File: src/hw/rtl/i2c_bit_bang_byte_master_top_assert.svh
// Assertion macros used by the top-level RTL file to check its own logic.
`ifndef I2C_BIT_BANG_BYTE_MASTER_TOP_ASSERT_SVH
`define I2C_BIT_BANG_BYTE_MASTER_TOP_ASSERT_SVH

// The consequent holds in the same cycle as the antecedent.
`define I2CBB_ASSERT_SAME(label, ante, cons) \
    label: assert property (@(posedge clk) disable iff (!rst_n) (ante) |-> (cons)) \
        else $error("i2cbb same-cycle check failed");

// The consequent holds in the cycle after the antecedent.
`define I2CBB_ASSERT_NEXT(label, ante, cons) \
    label: assert property (@(posedge clk) disable iff (!rst_n) (ante) |=> (cons)) \
        else $error("i2cbb next-cycle check failed");

`endif

File: src/hw/rtl/i2cbb_pkg.sv
package i2cbb_pkg;

    localparam int HOLD_WIDTH = 16;
    localparam logic [HOLD_WIDTH-1:0] HOLD_RESET = HOLD_WIDTH'(10);

    localparam logic [2:0] CMD_NONE  = 3'd0;
    localparam logic [2:0] CMD_START = 3'd1;
    localparam logic [2:0] CMD_STOP  = 3'd2;
    localparam logic [2:0] CMD_WRITE = 3'd3;
    localparam logic [2:0] CMD_READ  = 3'd4;

    typedef struct packed {
        logic [2:0]            cmd;
        logic [5:0]            step;
        logic [HOLD_WIDTH-1:0] hold_count;
        logic [7:0]            shift_byte;
        logic                  ack_choice;
        logic                  scl;
        logic                  sda;
        logic                  sda_en;
        logic [7:0]            last_read;
    } state_t;

    typedef struct packed {
        logic       scl_level;
        logic       sda_level;
        logic       sda_enable;
        logic       busy_res;
        logic       done_res;
        logic [7:0] read_data;
        logic       rejected;
    } res_t;

endpackage

File: src/hw/rtl/i2cbb_req_if.sv
interface i2cbb_req_if;
    logic       valid;
    logic       ready;
    logic [2:0] action;
    logic [7:0] data_byte;
    logic       ack_enable;
    logic       sda_in;

    modport source (output valid, action, data_byte, ack_enable, sda_in, input ready);
    modport sink (input valid, action, data_byte, ack_enable, sda_in, output ready);
endinterface

File: src/hw/rtl/i2cbb_rsp_if.sv
interface i2cbb_rsp_if;
    logic       valid;
    logic       ready;
    logic       scl_level;
    logic       sda_level;
    logic       sda_enable;
    logic       busy_res;
    logic       done_res;
    logic [7:0] read_data;
    logic       rejected;

    modport source (output valid, scl_level, sda_level, sda_enable, busy_res, done_res,
                    read_data, rejected, input ready);
    modport sink (input valid, scl_level, sda_level, sda_enable, busy_res, done_res,
                  read_data, rejected, output ready);
endinterface

File: src/hw/rtl/i2cbb_step.sv
module i2cbb_step (
    input  i2cbb_pkg::state_t                  cur,
    input  logic [2:0]                         action,
    input  logic [7:0]                         data_byte,
    input  logic                               ack_enable,
    input  logic                               sda_in,
    input  logic [i2cbb_pkg::HOLD_WIDTH-1:0]   hold_ticks,
    output i2cbb_pkg::state_t                  nxt,
    output i2cbb_pkg::res_t                    res
);

    // Applies the line changes made on entry to the current step.
    function automatic i2cbb_pkg::state_t enter_step(input i2cbb_pkg::state_t s_in);
        i2cbb_pkg::state_t s;
        logic [9:0]        prod;
        logic [5:0]        rem;
        logic [1:0]        ph;
        s    = s_in;
        // Step divided by three through a multiply by the reciprocal.
        prod = {4'b0, s.step} * 10'd11;
        rem  = s.step - {2'b0, prod[7:5], 1'b0} - {3'b0, prod[7:5]};
        ph   = rem[1:0];
        unique case (s.cmd)
            i2cbb_pkg::CMD_START:
            begin
                if (s.step == 6'd0)
                begin
                    s.scl = 1'b1;
                    s.sda = 1'b1;
                end
                else if (s.step == 6'd1)
                    s.sda = 1'b0;
                else
                    s.scl = 1'b0;
            end
            i2cbb_pkg::CMD_STOP:
            begin
                if (s.step == 6'd0)
                begin
                    s.sda = 1'b0;
                    s.scl = 1'b0;
                end
                else if (s.step == 6'd1)
                    s.scl = 1'b1;
                else
                    s.sda = 1'b1;
            end
            i2cbb_pkg::CMD_WRITE:
            begin
                if (s.step < 6'd24)
                begin
                    if (ph == 2'd0)
                        s.scl = 1'b0;
                    else if (ph == 2'd1)
                    begin
                        s.sda        = s.shift_byte[7];
                        s.shift_byte = {s.shift_byte[6:0], 1'b0};
                    end
                    else
                        s.scl = 1'b1;
                end
                else if (s.step == 6'd24)
                begin
                    s.scl = 1'b0;
                    if (s.ack_choice)
                        s.sda_en = 1'b0;
                    else
                    begin
                        s.sda    = 1'b1;
                        s.sda_en = 1'b1;
                    end
                end
                else if (s.step == 6'd26)
                    s.scl = 1'b1;
                else
                    s.scl = 1'b0;
            end
            i2cbb_pkg::CMD_READ:
            begin
                if (s.step < 6'd16)
                    s.scl = s.step[0];
                else if (s.step == 6'd16)
                begin
                    s.sda_en = 1'b1;
                    s.scl    = 1'b0;
                    s.sda    = !s.ack_choice;
                end
                else
                    s.scl = 1'b1;
            end
            default:
            begin
            end
        endcase
        return s;
    endfunction

    always_comb
    begin
        i2cbb_pkg::state_t                   s;
        logic                                cmd_ok;
        logic [i2cbb_pkg::HOLD_WIDTH-1:0]    limit;
        logic [i2cbb_pkg::HOLD_WIDTH-1:0]    dur;
        logic [i2cbb_pkg::HOLD_WIDTH:0]      hc_inc;
        logic [5:0]                          total;
        logic [5:0]                          step_inc;
        s      = cur;
        cmd_ok = (action >= i2cbb_pkg::CMD_START) && (action <= i2cbb_pkg::CMD_READ);
        limit  = (hold_ticks == '0) ? i2cbb_pkg::HOLD_WIDTH'(1) : hold_ticks;
        res    = '0;

        if (s.cmd != i2cbb_pkg::CMD_NONE)
            res.rejected = cmd_ok;
        else if (cmd_ok)
        begin
            s.cmd        = action;
            s.step       = '0;
            s.hold_count = '0;
            s.ack_choice = ack_enable;
            s.shift_byte = (action == i2cbb_pkg::CMD_WRITE) ? data_byte : 8'd0;
            if (action == i2cbb_pkg::CMD_READ)
                s.sda_en = 1'b0;
            s = enter_step(s);
        end

        res.scl_level  = s.scl;
        res.sda_level  = s.sda;
        res.sda_enable = s.sda_en;

        unique case (s.cmd)
            i2cbb_pkg::CMD_START, i2cbb_pkg::CMD_STOP: total = 6'd3;
            i2cbb_pkg::CMD_WRITE: total = s.ack_choice ? 6'd27 : 6'd28;
            i2cbb_pkg::CMD_READ:  total = 6'd18;
            default:              total = 6'd1;
        endcase
        dur = (s.cmd == i2cbb_pkg::CMD_READ && s.step == 6'd17)
            ? i2cbb_pkg::HOLD_WIDTH'(1) : limit;
        hc_inc   = {1'b0, s.hold_count} + (i2cbb_pkg::HOLD_WIDTH+1)'(1);
        step_inc = s.step + 6'd1;

        if (s.cmd != i2cbb_pkg::CMD_NONE)
        begin
            res.busy_res = 1'b1;
            if (hc_inc >= {1'b0, dur})
            begin
                if (s.cmd == i2cbb_pkg::CMD_READ && s.step < 6'd16 && s.step[0])
                    s.shift_byte = {s.shift_byte[6:0], sda_in};
                s.hold_count = '0;
                s.step       = step_inc;
                if (step_inc >= total)
                begin
                    if (s.cmd == i2cbb_pkg::CMD_WRITE && s.ack_choice)
                    begin
                        s.scl    = 1'b0;
                        s.sda_en = 1'b1;
                    end
                    if (s.cmd == i2cbb_pkg::CMD_READ)
                    begin
                        s.scl       = 1'b0;
                        s.last_read = s.shift_byte;
                    end
                    s.cmd        = i2cbb_pkg::CMD_NONE;
                    s.step       = '0;
                    res.done_res = 1'b1;
                end
                else
                    s = enter_step(s);
            end
            else
                s.hold_count = hc_inc[i2cbb_pkg::HOLD_WIDTH-1:0];
        end

        res.read_data = s.last_read;
        nxt           = s;
    end

endmodule

File: src/hw/rtl/i2cbb_out_stage.sv
module i2cbb_out_stage (
    input  logic               clk,
    input  logic               rst_n,
    input  logic               load,
    input  i2cbb_pkg::res_t    res,
    output logic               space,
    i2cbb_rsp_if.source        rsp
);

    logic            valid_reg;
    logic            valid_next;
    i2cbb_pkg::res_t data_reg;

    assign space      = !valid_reg || rsp.ready;
    assign valid_next = load || (valid_reg && !rsp.ready);

    always_ff @(posedge clk or negedge rst_n)
    begin
        if (!rst_n)
            valid_reg <= 1'b0;
        else
            valid_reg <= valid_next;
    end

    always_ff @(posedge clk)
    begin
        if (load)
            data_reg <= res;
    end

    assign rsp.valid      = valid_reg;
    assign rsp.scl_level  = data_reg.scl_level;
    assign rsp.sda_level  = data_reg.sda_level;
    assign rsp.sda_enable = data_reg.sda_enable;
    assign rsp.busy_res   = data_reg.busy_res;
    assign rsp.done_res   = data_reg.done_res;
    assign rsp.read_data  = data_reg.read_data;
    assign rsp.rejected   = data_reg.rejected;

endmodule

File: src/hw/rtl/i2c_bit_bang_byte_master_top.sv
// I2C bit-bang byte master, a line sequencer that advances by one tick per item.
// The req channel carries one tick per item: an action (none, start, stop, write
// byte, read byte), the byte to write, the ack choice and the sampled SDA level.
// The rsp channel returns one item per accepted tick with the SCL and SDA levels,
// the SDA drive enable, busy, done, the last read byte and a rejected flag.
// The cfg port writes hold_ticks, the ticks held per line step but a read's last;
// it should be written only while the sequencer is idle.
// An item is processed combinationally by the step logic and its result is shown
// on rsp in the cycle after acceptance; one item is accepted every cycle while
// rsp is taken.
// The output register sets the rate: req.ready is high when that register is
// empty or being read in the same cycle. When the receiver stalls, the result
// is held and req.ready drops until the result is taken.
// Reset leaves the sequencer idle with SCL high and SDA driven high, hold_ticks
// at ten, the read byte cleared and no result pending.
`include "i2c_bit_bang_byte_master_top_assert.svh"

module i2c_bit_bang_byte_master_top (
    input  logic                              clk,
    input  logic                              rst_n,
    input  logic                              cfg_we,
    input  logic [i2cbb_pkg::HOLD_WIDTH-1:0]  cfg_wdata,
    i2cbb_req_if.sink                         req,
    i2cbb_rsp_if.source                       rsp
);

    i2cbb_pkg::state_t                 state_reg;
    i2cbb_pkg::state_t                 state_next;
    i2cbb_pkg::res_t                   res;
    logic [i2cbb_pkg::HOLD_WIDTH-1:0]  hold_reg;
    logic                              space;
    logic                              accept;

    assign req.ready = space;
    assign accept    = req.valid && space;

    always_ff @(posedge clk or negedge rst_n)
    begin
        if (!rst_n)
            hold_reg <= i2cbb_pkg::HOLD_RESET;
        else if (cfg_we)
            hold_reg <= cfg_wdata;
    end

    always_ff @(posedge clk or negedge rst_n)
    begin
        if (!rst_n)
            state_reg <= '{cmd: i2cbb_pkg::CMD_NONE, scl: 1'b1, sda: 1'b1, sda_en: 1'b1,
                           default: '0};
        else if (accept)
            state_reg <= state_next;
    end

    i2cbb_step u_step (
        .cur        (state_reg),
        .action     (req.action),
        .data_byte  (req.data_byte),
        .ack_enable (req.ack_enable),
        .sda_in     (req.sda_in),
        .hold_ticks (hold_reg),
        .nxt        (state_next),
        .res        (res)
    );

    i2cbb_out_stage u_out (
        .clk   (clk),
        .rst_n (rst_n),
        .load  (accept),
        .res   (res),
        .space (space),
        .rsp   (rsp)
    );

    `I2CBB_ASSERT_NEXT(a_accept_gives_result, accept, rsp.valid)
    `I2CBB_ASSERT_SAME(a_done_while_busy, rsp.valid && rsp.done_res, rsp.busy_res)
    `I2CBB_ASSERT_SAME(a_reject_while_busy, rsp.valid && rsp.rejected, rsp.busy_res)
    `I2CBB_ASSERT_SAME(a_idle_step_zero, state_reg.cmd == i2cbb_pkg::CMD_NONE,
                       state_reg.step == 6'd0 && state_reg.sda_en)

endmodule

File: src/flat_wrapper.sv
// flat-port wrapper written by rule: the top's interface ports become plain ports
module i2c_bit_bang_byte_master_top_flat 
  (clk, rst_n, cfg_we, cfg_wdata, req_valid, req_action, req_data_byte, req_ack_enable, req_sda_in, req_ready, rsp_valid, rsp_scl_level, rsp_sda_level, rsp_sda_enable, rsp_busy_res, rsp_done_res, rsp_read_data, rsp_rejected, rsp_ready);
  i2cbb_req_if req_i ();
  i2cbb_rsp_if rsp_i ();
  input  logic clk;
  input  logic rst_n;
  input  logic cfg_we;
  input  logic [i2cbb_pkg::HOLD_WIDTH-1:0] cfg_wdata;
  input wire logic [$bits(req_i.valid)-1:0] req_valid;
  input wire logic [$bits(req_i.action)-1:0] req_action;
  input wire logic [$bits(req_i.data_byte)-1:0] req_data_byte;
  input wire logic [$bits(req_i.ack_enable)-1:0] req_ack_enable;
  input wire logic [$bits(req_i.sda_in)-1:0] req_sda_in;
  output wire logic [$bits(req_i.ready)-1:0] req_ready;
  output wire logic [$bits(rsp_i.valid)-1:0] rsp_valid;
  output wire logic [$bits(rsp_i.scl_level)-1:0] rsp_scl_level;
  output wire logic [$bits(rsp_i.sda_level)-1:0] rsp_sda_level;
  output wire logic [$bits(rsp_i.sda_enable)-1:0] rsp_sda_enable;
  output wire logic [$bits(rsp_i.busy_res)-1:0] rsp_busy_res;
  output wire logic [$bits(rsp_i.done_res)-1:0] rsp_done_res;
  output wire logic [$bits(rsp_i.read_data)-1:0] rsp_read_data;
  output wire logic [$bits(rsp_i.rejected)-1:0] rsp_rejected;
  input wire logic [$bits(rsp_i.ready)-1:0] rsp_ready;
  assign req_i.valid = req_valid;
  assign req_i.action = req_action;
  assign req_i.data_byte = req_data_byte;
  assign req_i.ack_enable = req_ack_enable;
  assign req_i.sda_in = req_sda_in;
  assign req_ready = req_i.ready;
  assign rsp_valid = rsp_i.valid;
  assign rsp_scl_level = rsp_i.scl_level;
  assign rsp_sda_level = rsp_i.sda_level;
  assign rsp_sda_enable = rsp_i.sda_enable;
  assign rsp_busy_res = rsp_i.busy_res;
  assign rsp_done_res = rsp_i.done_res;
  assign rsp_read_data = rsp_i.read_data;
  assign rsp_rejected = rsp_i.rejected;
  assign rsp_i.ready = rsp_ready;
  i2c_bit_bang_byte_master_top u_core (.clk(clk), .rst_n(rst_n), .cfg_we(cfg_we), .cfg_wdata(cfg_wdata), .req(req_i), .rsp(rsp_i));
endmodule
File: config.mk
export PLATFORM = sky130hd
export DESIGN_NAME = i2c_bit_bang_byte_master_top_flat
export DESIGN_NICKNAME = d
export VERILOG_FILES = /design/src/hw/rtl/i2cbb_pkg.sv /design/src/hw/rtl/i2cbb_req_if.sv /design/src/hw/rtl/i2cbb_rsp_if.sv /design/src/hw/rtl/i2cbb_step.sv /design/src/hw/rtl/i2cbb_out_stage.sv /design/src/hw/rtl/i2c_bit_bang_byte_master_top.sv /design/src/flat_wrapper.sv
export VERILOG_INCLUDE_DIRS = /design/src /design/src/hw/rtl
export SDC_FILE = /design/constraint.sdc
export NUM_CORES = 1
export LEC_CHECK = 0
export BUFFER_PORTS_ARGS = -buffer_cell sky130_fd_sc_hd__buf_2
export CAP_MARGIN = 15
export CORE_UTILIZATION = 65
export DETAILED_ROUTE_END_ITERATION = 16
export PLACE_DENSITY_LB_ADDON = 0.05
export SLEW_MARGIN = 20
export SYNTH_ARGS = -nofsm -noshare
export SYNTH_HDL_FRONTEND = slang
export SYNTH_SLANG_ARGS = --single-unit
export TNS_END_PERCENT = 5
File: constraint.sdc
create_clock -name clk -period 14.9 [get_ports clk]
set_input_delay 1.49 -clock clk [delete_from_list [all_inputs] [get_ports clk]]
set_output_delay 1.49 -clock clk [all_outputs]
set_load 0.01 [all_outputs]
==> results.py, run 1 <==
metrics = {
    "timing": {
        "slew_viol_final": 0,
        "setup_viol_count_final": 0,
        "max_freq_ghz": 0.147,
        "final.period_utilization": 0.455,
        "finClkSkew_ns": 0.0130,
        "setup_tns_ns": 0,
        "slew_headroom": 0.425,
        "grt_setup_unrepaired": "false",
        "final_hold_viol_count": 0,
        "worst_pin_slew_ns": 0.856,
        "min_period_ns": 6.79,
    },
    "placement": {
        "globalplace.congestion": 1.00,
        "io_buffers": 49,
        "detailed_place_hpwl_mm": 8.95,
    },
    "critical_path": {
        "critPathCaptureType": "flip-flop",
        "worstSetupPathDepth": 21,
        "rr_endpoint": "u_core.state_reg[16]",
        "r2r_setup_slack_ns": 8.62,
        "crit_type": "primary input to flip-flop",
        "crit_arrival_ns": 7.02,
        "r2r-start": "u_core.state_reg[44]",
        "max_stage_delay_ns": 0.83,
        "crit_path_start_kind": "primary input",
        "path_cells": "buf_2 > or3_1 > nand3_1 > buf_4 > nand2_1 > inv_1 > ha_1 > nand3_1 > xnor2_1 > nand2_1 > inv_1 > ha_1 > fa_1 > ha_1 > nor3_1 > o31a_1 > a21oi_1 > or3_4 > a2111oi_4 > mux2i_1 > o22ai_1",
        "path_buf_inv": 4,
        "cpMaxStageDelayCell": "a2111oi_4",
        "reg2reg_depth": 20,
        "cpLargestDelayFamily": "simple AND/OR/NAND/NOR gates",
        "required_ns": 15.14,
        "startpoint": "req_action[2]",
        "crit_path_end": "u_core.state_reg[16]",
        "cpMostUsedCell": "ha_1",
        "cp_max_fo": 24,
    },
    "clock_tree": {
        "hold_buffers": 0,
        "clkLatencyLatePin_ns": 0.36,
        "cts.sink_count": 76,
        "cts-root-buf": "clkbuf_8",
        "cts_resized": 0,
        "cts_inserted_buffers": 9,
        "cts_buffer_depth": 2,
        "htree_levels": 3,
        "path_clk_slew_ns": 0.09,
        "cts_tree": "built",
        "cts_setup_buffers": 0,
    },
    "logic_synthesis": {
        "syn-instance-count": 542,
        "yosysWarnings": 0,
        "synth_top_cell_area_share": 0.274,
        "syn_nets": 610,
        "syn-cell-area_um2": 5210,
        "synth_ff_type": "dfrtp_1",
        "syn_avg_cell_area_um2": 9.62,
        "synth-edff-count": 14,
        "yosysTopAreaCell": "dfrtp_1",
        "synthTopCellsByArea": "dfrtp_1 (27%), mux2_2 (8.6%), edfxtp_1 (8.1%), ha_1 (7.7%), nand2_1 (4.7%)",
        "ys_seq_elements": 76,
        "yosysSeqAreaShare": 0.380,
        "ys_async_sr_fraction": 0.816,
        "yosysUniqueCellTypes": 65,
    },
    "pwr": {
        "leakage_nw": 2.52,
        "ir_drop_v": 0.0000822,
        "power_density_nw_per_um2": 122,
    },
    "drt": {
        "via_per_inst": 6.45,
        "drtAntennaViolNets": 0,
        "avgRoutedWirePerCell_um": 17.9,
        "dr.pass1.iters": 5,
        "drt_iter0_drc": 267,
        "drc": 0,
        "drt-total-wl_mm": 12.3,
        "dr_total_vias": 4428,
    },
    "job": {
        "cap_violations": 0,
    },
    "finish": {
        "nets": 647,
        "diodes": 0,
        "largest_register_ffs": 45,
        "utilization": 0.740,
        "final_cell_mix": "nand2_1 (65), dfrtp_1 (57), buf_2 (49)",
        "drive_gt1_frac": 0.216,
        "synthToLayoutAreaGrowth_pct": 9.72,
        "final_common_cell": "nand2_1",
    },
    "global_route": {
        "grt_pass1_wl_mm": 20.5,
        "track_usage": 0.312,
        "grt_pass1_vias": 4320,
        "overflow": 0,
        "antenna_found_initial": 0,
        "grt_start_max_net_pins": 63,
    },
    "floorplan": {
        "fp.dieW_um": 91.6,
        "initial_core_util": 0.675,
        "io_pins": 50,
        "rows": 32,
        "core_um2": 7730,
        "die_h_um": 91.6,
        "dieArea_um2": 8380,
    },
    "run_status": {
        "status": "complete, no violations",
    },
    "min_path": {
        "holdCritPathClass": "flip-flop to flip-flop",
    },
}
per-stage QoR:
stage / area (um^2) / hold WS, ns / setup slack [ns] / power [mW] / instances
floorplan: 5210 / 0.450 / 8.04 / 0.465 / 542
global placement: 5500 / 0.463 / 8.05 / 0.517 / 670
detailed placement: 5500 / 0.472 / 7.83 / 0.527 / 670
CTS: 5710 / 0.485 / 8.18 / 0.695 / 686
global route: 5720 / 0.503 / 7.75 / 0.736 / 686
finish: 5720 / 0.485 / 8.11 / 0.696 / 686
power breakdown:
part / switching [mW] / total [mW] / internal, mW
logic: 0.156 / 0.261 / 0.105
clock network: 0.0839 / 0.168 / 0.0838
registers: 0.0289 / 0.267 / 0.239
total: 0.268 / 0.696 / 0.428
Yosys cell counts, types with 10 or more instances:
library cell and n:
xor2_1 12, o21ai_0 19, nand3_1 16, a21oi_1 21, clkbuf_1 23, mux2_2 40, a22o_1 15, inv_1 12
mux2i_1 10, edfxtp_1 14, ha_1 32, xnor2_1 14, nand2_1 65, dfrtp_1 57, nor2_1 43
metal layers:
layer,vias up,global-route usage,routed length (um)
li1,2086,-,-
met1,2150,0.410,5380
met2,156,0.511,5910
met3,36,0.0469,638
met4,0,0.136,361
met5,-,0,0
worst min path at each step:
stage                         start                    to  slack [ns]  cells after the start
3_3_place_gp    u_core.state_reg[8]   u_core.state_reg[8]        0.46                      2
2_1_floorplan  u_core.state_reg[11]  u_core.state_reg[11]        0.45                      2
3_5_place_dp    u_core.state_reg[8]   u_core.state_reg[8]        0.47                      2
5_1_grt         u_core.state_reg[8]   u_core.state_reg[8]        0.50                      2
4_1_cts         u_core.state_reg[8]   u_core.state_reg[8]        0.49                      2
6_report        u_core.state_reg[8]   u_core.state_reg[8]        0.49                      2
logic make-up after synthesis:
group,count (synthesis),synth area share
compound gates,132,0.182
xor+xnor,26,0.0437
fa+ha+maj,34,0.0845
buf+inv,39,0.0314
flops,76,0.380
mux,50,0.106
simple gates,185,0.173
cell type report:
cell class	count	area [um^2]
clock buffer	10	138
clock inverter	6	71.3
fill	566	2010
inverter	12	45.0
multi-input combinational	427	3080
sequential	76	1980
tap	102	128
timing repair buffer	53	275
worst min-delay path: stages (launching register included):
cell     delay, ns
dfstp_2       0.38
nand2_1       0.05
o31ai_1       0.06
No activity file was read; power rests on OpenSTA's default activity.
==> inputs of run 2 (changes only) <==
--- a/config.mk
+++ b/config.mk
@@ -8,7 +8,7 @@
 export LEC_CHECK = 0
 export BUFFER_PORTS_ARGS = -buffer_cell sky130_fd_sc_hd__buf_2
 export CAP_MARGIN = 15
-export CORE_UTILIZATION = 65
+export CORE_UTILIZATION = 60
 export DETAILED_ROUTE_END_ITERATION = 16
 export PLACE_DENSITY_LB_ADDON = 0.05
 export SLEW_MARGIN = 20
==> constraint.sdc (replaced) <==
create_clock -name clk -period 7.05 [get_ports clk]
set_input_delay 0.705 -clock clk [delete_from_list [all_inputs] [get_ports clk]]
set_output_delay 0.705 -clock clk [all_outputs]
set_load 0.01 [all_outputs]
==> results.py, run 2 (synthesis gave the netlist of run 1 again) <==
metrics = {
    "critical_path": {
        "path_buf_inv": 1,
        "worstSetupPathDepth": 17,
        "startpoint": "u_core.state_reg[44]",
        "crit_path_start_kind": "flip-flop",
        "required_ns": 7.28,
        "rr_endpoint": "u_core.state_reg[13]",
        "cpMaxStageDelayCell": "a2111oi_4",
        "max_stage_delay_ns": 0.83,
        "cpLargestDelayFamily": "simple AND/OR/NAND/NOR gates",
        "crit_path_end": "u_core.state_reg[13]",
        "crit_arrival_ns": 6.11,
        "r2r-start": "u_core.state_reg[44]",
        "path_cells": "or3_1 > o31a_4 > ha_1 > nand3_1 > xnor2_1 > nand2_1 > inv_1 > ha_1 > fa_1 > ha_1 > nor3_1 > o21ai_0 > and3_4 > or3_4 > a2111oi_4 > mux2i_1 > o21ai_1",
        "critPathCaptureType": "flip-flop",
        "reg2reg_depth": 17,
        "cp_max_fo": 15,
        "crit_type": "flip-flop to flip-flop",
        "cpMostUsedCell": "ha_1",
        "r2r_setup_slack_ns": 1.17,
    },
    "timing": {
        "max_freq_ghz": 0.170,
        "setup_viol_count_final": 0,
        "min_period_ns": 5.88,
        "slew_viol_final": 0,
        "finClkSkew_ns": 0.0123,
        "slew_headroom": 0.273,
        "grt_setup_unrepaired": "false",
        "final_hold_viol_count": 0,
        "final.period_utilization": 0.834,
        "worst_pin_slew_ns": 1.08,
        "setup_tns_ns": 0,
    },
    "global_route": {
        "grt_use_met2": 0.489,
        "overflow": 0,
        "met1_usage": 0.383,
        "grt_busiest_layer": "met2",
        "antenna_found_initial": 0,
        "grt_use_met3": 0.0526,
        "grt_pass1_wl_mm": 20.5,
        "track_usage": 0.299,
        "grt_start_max_net_pins": 63,
        "grt_pass1_vias": 4301,
    },
    "clock_tree": {
        "cts_buffer_depth": 2,
        "clkLatencyLatePin_ns": 0.36,
        "cts_tree": "built",
        "cts_setup_buffers": 0,
        "cts-root-buf": "clkbuf_8",
        "cts.sink_count": 76,
        "hold_buffers": 0,
        "htree_levels": 3,
        "cts_resized": 0,
        "cts_inserted_buffers": 9,
        "path_clk_slew_ns": 0.09,
    },
    "finish": {
        "drive_gt1_frac": 0.218,
        "final_cell_mix": "nand2_1 (65), dfrtp_1 (57), buf_2 (49)",
        "diodes": 0,
        "num-fill-cells": 649,
        "nets": 649,
        "synthToLayoutAreaGrowth_pct": 9.89,
        "final_area_um2": 5730,
        "largest_register_ffs": 45,
        "final_common_cell": "nand2_1",
    },
    "drt": {
        "drc": 0,
        "avgRoutedWirePerCell_um": 18.5,
        "drt_iter0_drc": 329,
        "dr_total_vias": 4416,
        "dr.pass1.iters": 6,
        "drt-total-wl_mm": 12.8,
        "via_per_inst": 6.39,
        "drtAntennaViolNets": 0,
    },
    "floorplan": {
        "initial_core_util": 0.628,
        "rows": 33,
        "fp.dieW_um": 95.2,
        "io_pins": 50,
        "core_um2": 8300,
        "dieArea_um2": 9060,
        "die_h_um": 95.2,
    },
    "pwr": {
        "leakage_nw": 2.53,
        "power_density_nw_per_um2": 257,
        "ir_drop_v": 0.000160,
    },
    "min_path": {
        "holdCritPathClass": "flip-flop to flip-flop",
    },
    "run_status": {
        "status": "complete, no violations",
    },
    "placement": {
        "detailed_place_hpwl_mm": 9.29,
        "io_buffers": 49,
        "globalplace.congestion": 1.01,
        "placed_area_um2": 5520,
    },
    "job": {
        "cap_violations": 0,
    },
}
==> run 2: cell count changes in the layout (fill, tap and decap cells not counted) <==
| cell | delta |
|---|---|
| clkinvlp_4 | +1 |
| clkinv_4 | -2 |
| nor4_4 | -1 |
| nor4_2 | +1 |
| inv_6 | +1 |
| buf_4 | +2 |
==> run 2: where the power goes <==
| group | total [mW] | switching [mW] | internal, mW | leakage (nW) |
|---|---|---|---|---|
| sequential | 0.567 | 0.0630 | 0.504 | 0.918 |
| clock | 0.354 | 0.177 | 0.177 | 0.103 |
| combinational | 0.553 | 0.329 | 0.224 | 1.51 |
| total | 1.47 | 0.569 | 0.906 | 2.53 |
==> run 2: tightest hold or removal path, cell delays in order (launching register included) <==
cell and delay (ns):
dfstp_2 0.37, nand2_1 0.05, o31ai_1 0.06
==> run 2: metal layers <==
metal,vias to the layer above,share of wire
met5,-,0
met4,0,0.033
met3,39,0.054
met2,153,0.47
met1,2133,0.44
li1,2091,-
==> run 2: worst min-delay path by stage <==
stage                             start  cells after the start                   to
floorplan                         rst_n                      0   u_core.hold_reg[0]
global placement    u_core.state_reg[8]                      2  u_core.state_reg[8]
detailed placement  u_core.state_reg[8]                      2  u_core.state_reg[8]
CTS                 u_core.state_reg[8]                      2  u_core.state_reg[8]
global route        u_core.state_reg[8]                      2  u_core.state_reg[8]
finish              u_core.state_reg[8]                      2  u_core.state_reg[8]
==> run 2: metrics by stage <==
stage | hold slack [ns] | util | setup WS, ns | std cells | power, mW
floorplan | 0.409 | - | 0.975 | 542 | 0.982
detailed placement | 0.473 | 0.665 | 0.981 | 675 | 1.11
finish | 0.480 | 0.690 | 1.17 | 691 | 1.47
global placement | 0.466 | 0.665 | 1.17 | 675 | 1.10
global route | 0.508 | 0.690 | 0.875 | 691 | 1.57
CTS | 0.486 | 0.690 | 1.21 | 691 | 1.47
==> run 2: cell type report <==
| class | instances | area (um^2) | area share |
|---|---|---|---|
| Clock buffer | 10 | 138 | 0.0240 |
| Clock inverter | 6 | 70.1 | 0.0122 |
| Timing Repair Buffer | 55 | 290 | 0.0507 |
| Tap cell | 105 | 131 | 0.0229 |
| Sequential cell | 76 | 1980 | 0.345 |
| Multi-Input combinational cell | 427 | 3080 | 0.537 |
| Inverter | 12 | 45.0 | 0.00786 |
==> inputs of run 3 (changes only) <==
--- a/config.mk
+++ b/config.mk
@@ -8,7 +8,7 @@
 export LEC_CHECK = 0
 export BUFFER_PORTS_ARGS = -buffer_cell sky130_fd_sc_hd__buf_2
 export CAP_MARGIN = 15
-export CORE_UTILIZATION = 60
+export CORE_UTILIZATION = 54
 export DETAILED_ROUTE_END_ITERATION = 16
 export PLACE_DENSITY_LB_ADDON = 0.05
 export SLEW_MARGIN = 20
==> constraint.sdc (replaced) <==
create_clock -name clk -period 5.4 [get_ports clk]
set_input_delay 0.54 -clock clk [delete_from_list [all_inputs] [get_ports clk]]
set_output_delay 0.54 -clock clk [all_outputs]
set_load 0.01 [all_outputs]
==> results.py, run 3 (synthesis gave the netlist of run 1 again) <==
metrics = {
    "run_status": {
        "status": "complete, no violations",
    },
    "drt": {
        "avgRoutedWirePerCell_um": 17.7,
        "via_per_inst": 6.05,
        "drt-total-wl_mm": 12.8,
        "drtAntennaViolNets": 0,
        "dr_total_vias": 4367,
        "dr.pass1.iters": 5,
        "drt_iter0_drc": 233,
        "drc": 0,
    },
    "critical_path": {
        "r2r_setup_slack_ns": 0.20,
        "max_stage_delay_ns": 0.59,
        "critPathCaptureType": "flip-flop",
        "crit_type": "flip-flop to flip-flop",
        "cpMostUsedCell": "ha_4",
        "crit_path_start_kind": "flip-flop",
        "crit_arrival_ns": 5.48,
        "rr_endpoint": "u_core.state_reg[12]",
        "r2r-start": "u_core.state_reg[42]",
        "startpoint": "u_core.state_reg[42]",
        "required_ns": 5.68,
        "reg2reg_depth": 18,
        "cpMaxStageDelayCell": "fa_1",
        "cp_max_fo": 10,
        "path_cells": "or3_1 > o31a_4 > ha_4 > nand3_1 > xnor2_1 > nand2_1 > inv_2 > ha_1 > fa_1 > ha_4 > nor3_2 > o21ai_0 > and3_4 > o211ai_1 > a2111oi_4 > buf_4 > or3b_2 > a21oi_1",
    },
    "finish": {
        "final_common_cell": "nand2_1",
        "final_cell_mix": "nand2_1 (65), dfrtp_1 (57), buf_2 (49)",
        "diodes": 0,
        "largest_register_ffs": 45,
        "drive_gt1_frac": 0.241,
        "final_area_um2": 5870,
        "fin_cells": 722,
        "num-fill-cells": 798,
        "nets": 656,
        "synthToLayoutAreaGrowth_pct": 12.5,
    },
    "placement": {
        "globalplace.congestion": 0.993,
        "io_buffers": 49,
        "placed_area_um2": 5640,
        "dpl.cell_count": 705,
        "detailed_place_hpwl_mm": 9.50,
    },
    "timing": {
        "setup_tns_ns": 0,
        "min_period_ns": 5.20,
        "worst_pin_slew_ns": 0.817,
        "slew_headroom": 0.455,
        "setup_viol_count_final": 0,
        "max_freq_ghz": 0.192,
        "final.period_utilization": 0.963,
        "grt_setup_unrepaired": "false",
        "final_hold_viol_count": 0,
        "finClkSkew_ns": 0.0112,
        "slew_viol_final": 0,
    },
    "job": {
        "cap_violations": 0,
    },
    "clock_tree": {
        "path_clk_slew_ns": 0.08,
        "cts_tree": "built",
        "hold_buffers": 0,
        "clkLatencyLatePin_ns": 0.35,
        "cts.sink_count": 76,
        "cts_buffer_depth": 2,
        "htree_levels": 3,
        "cts-root-buf": "clkbuf_8",
        "cts_inserted_buffers": 9,
    },
    "floorplan": {
        "initial_core_util": 0.561,
        "dieArea_um2": 10100,
        "core_um2": 9280,
        "rows": 35,
        "fp.dieW_um": 100,
        "io_pins": 50,
        "die_h_um": 100,
    },
    "global_route": {
        "grt_start_max_net_pins": 63,
        "track_usage": 0.274,
        "grt_pass1_wl_mm": 21.4,
        "overflow": 0,
        "antenna_found_initial": 0,
        "grt_pass1_vias": 4361,
    },
    "pwr": {
        "ir_drop_v": 0.000181,
        "power_density_nw_per_um2": 331,
        "leakage_nw": 2.56,
    },
    "min_path": {
        "holdCritPathClass": "primary input to async pin",
    },
}
-- run 3: layout make-up --
cell class | instances | area [um^2] | share of cell area
Timing Repair Buffer | 62 | 343 | 0.0584
Tap cell | 129 | 161 | 0.0275
Multi-Input combinational cell | 427 | 3130 | 0.534
Inverter | 12 | 45.0 | 0.00768
Sequential cell | 76 | 1980 | 0.337
Clock buffer | 10 | 138 | 0.0235
Clock inverter | 6 | 68.8 | 0.0117
-- run 3: timing repair --
item                       CTS  global route
resized for setup            0             1
setup buffers                0             1
setup endpoints to repair    0             5
-- run 3: worst max-delay path: cells and delay by family (launching register included) --
| kind | cells | cell delay, ns |
|---|---|---|
| AO/OA/AOI/OAI | 5 | 1.21 |
| XOR/XNOR | 1 | 0.19 |
| adder cells (fa/ha/maj) | 4 | 1.26 |
| buffers and inverters | 2 | 0.31 |
| flip-flops | 1 | 0.48 |
| AND/OR/NAND/NOR | 6 | 1.69 |
-- run 3: worst max path at each step --
stage                                 to  slack (ns)  cells after the start
detailed placement  u_core.state_reg[12]        0.16                     16
floorplan           u_core.state_reg[14]        0.02                     22
global route        u_core.state_reg[13]        0.02                     18
finish              u_core.state_reg[12]        0.20                     18
global placement    u_core.state_reg[12]        0.21                     16
CTS                 u_core.state_reg[12]        0.12                     16
-- run 3: routing by layer --
layer	global-route usage	up-vias	wire length (um)
li1	-	2098	-
met1	0.369	2104	5840
met2	0.444	141	5930
met3	0.0397	24	646
met4	0.110	0	344
met5	0	-	0
-- run 3: metrics by stage --
stage | total power, mW | hold WS (ns) | setup WS (ns) | utilization
after floorplan | 1.29 | 0.244 | 0.0196 | -
after global routing | 2.07 | 0.402 | 0.0195 | 0.632
final | 1.94 | 0.343 | 0.198 | 0.632
after detailed placement | 1.48 | 0.466 | 0.161 | 0.607
after global placement | 1.46 | 0.465 | 0.206 | 0.607
after CTS | 1.95 | 0.375 | 0.120 | 0.629
-- run 3: power by group --
group | internal, mW | leakage (nW) | switching (mW)
logic | 0.306 | 1.53 | 0.448
clock network | 0.231 | 0.105 | 0.229
registers | 0.659 | 0.918 | 0.0671
total | 1.20 | 2.56 | 0.744
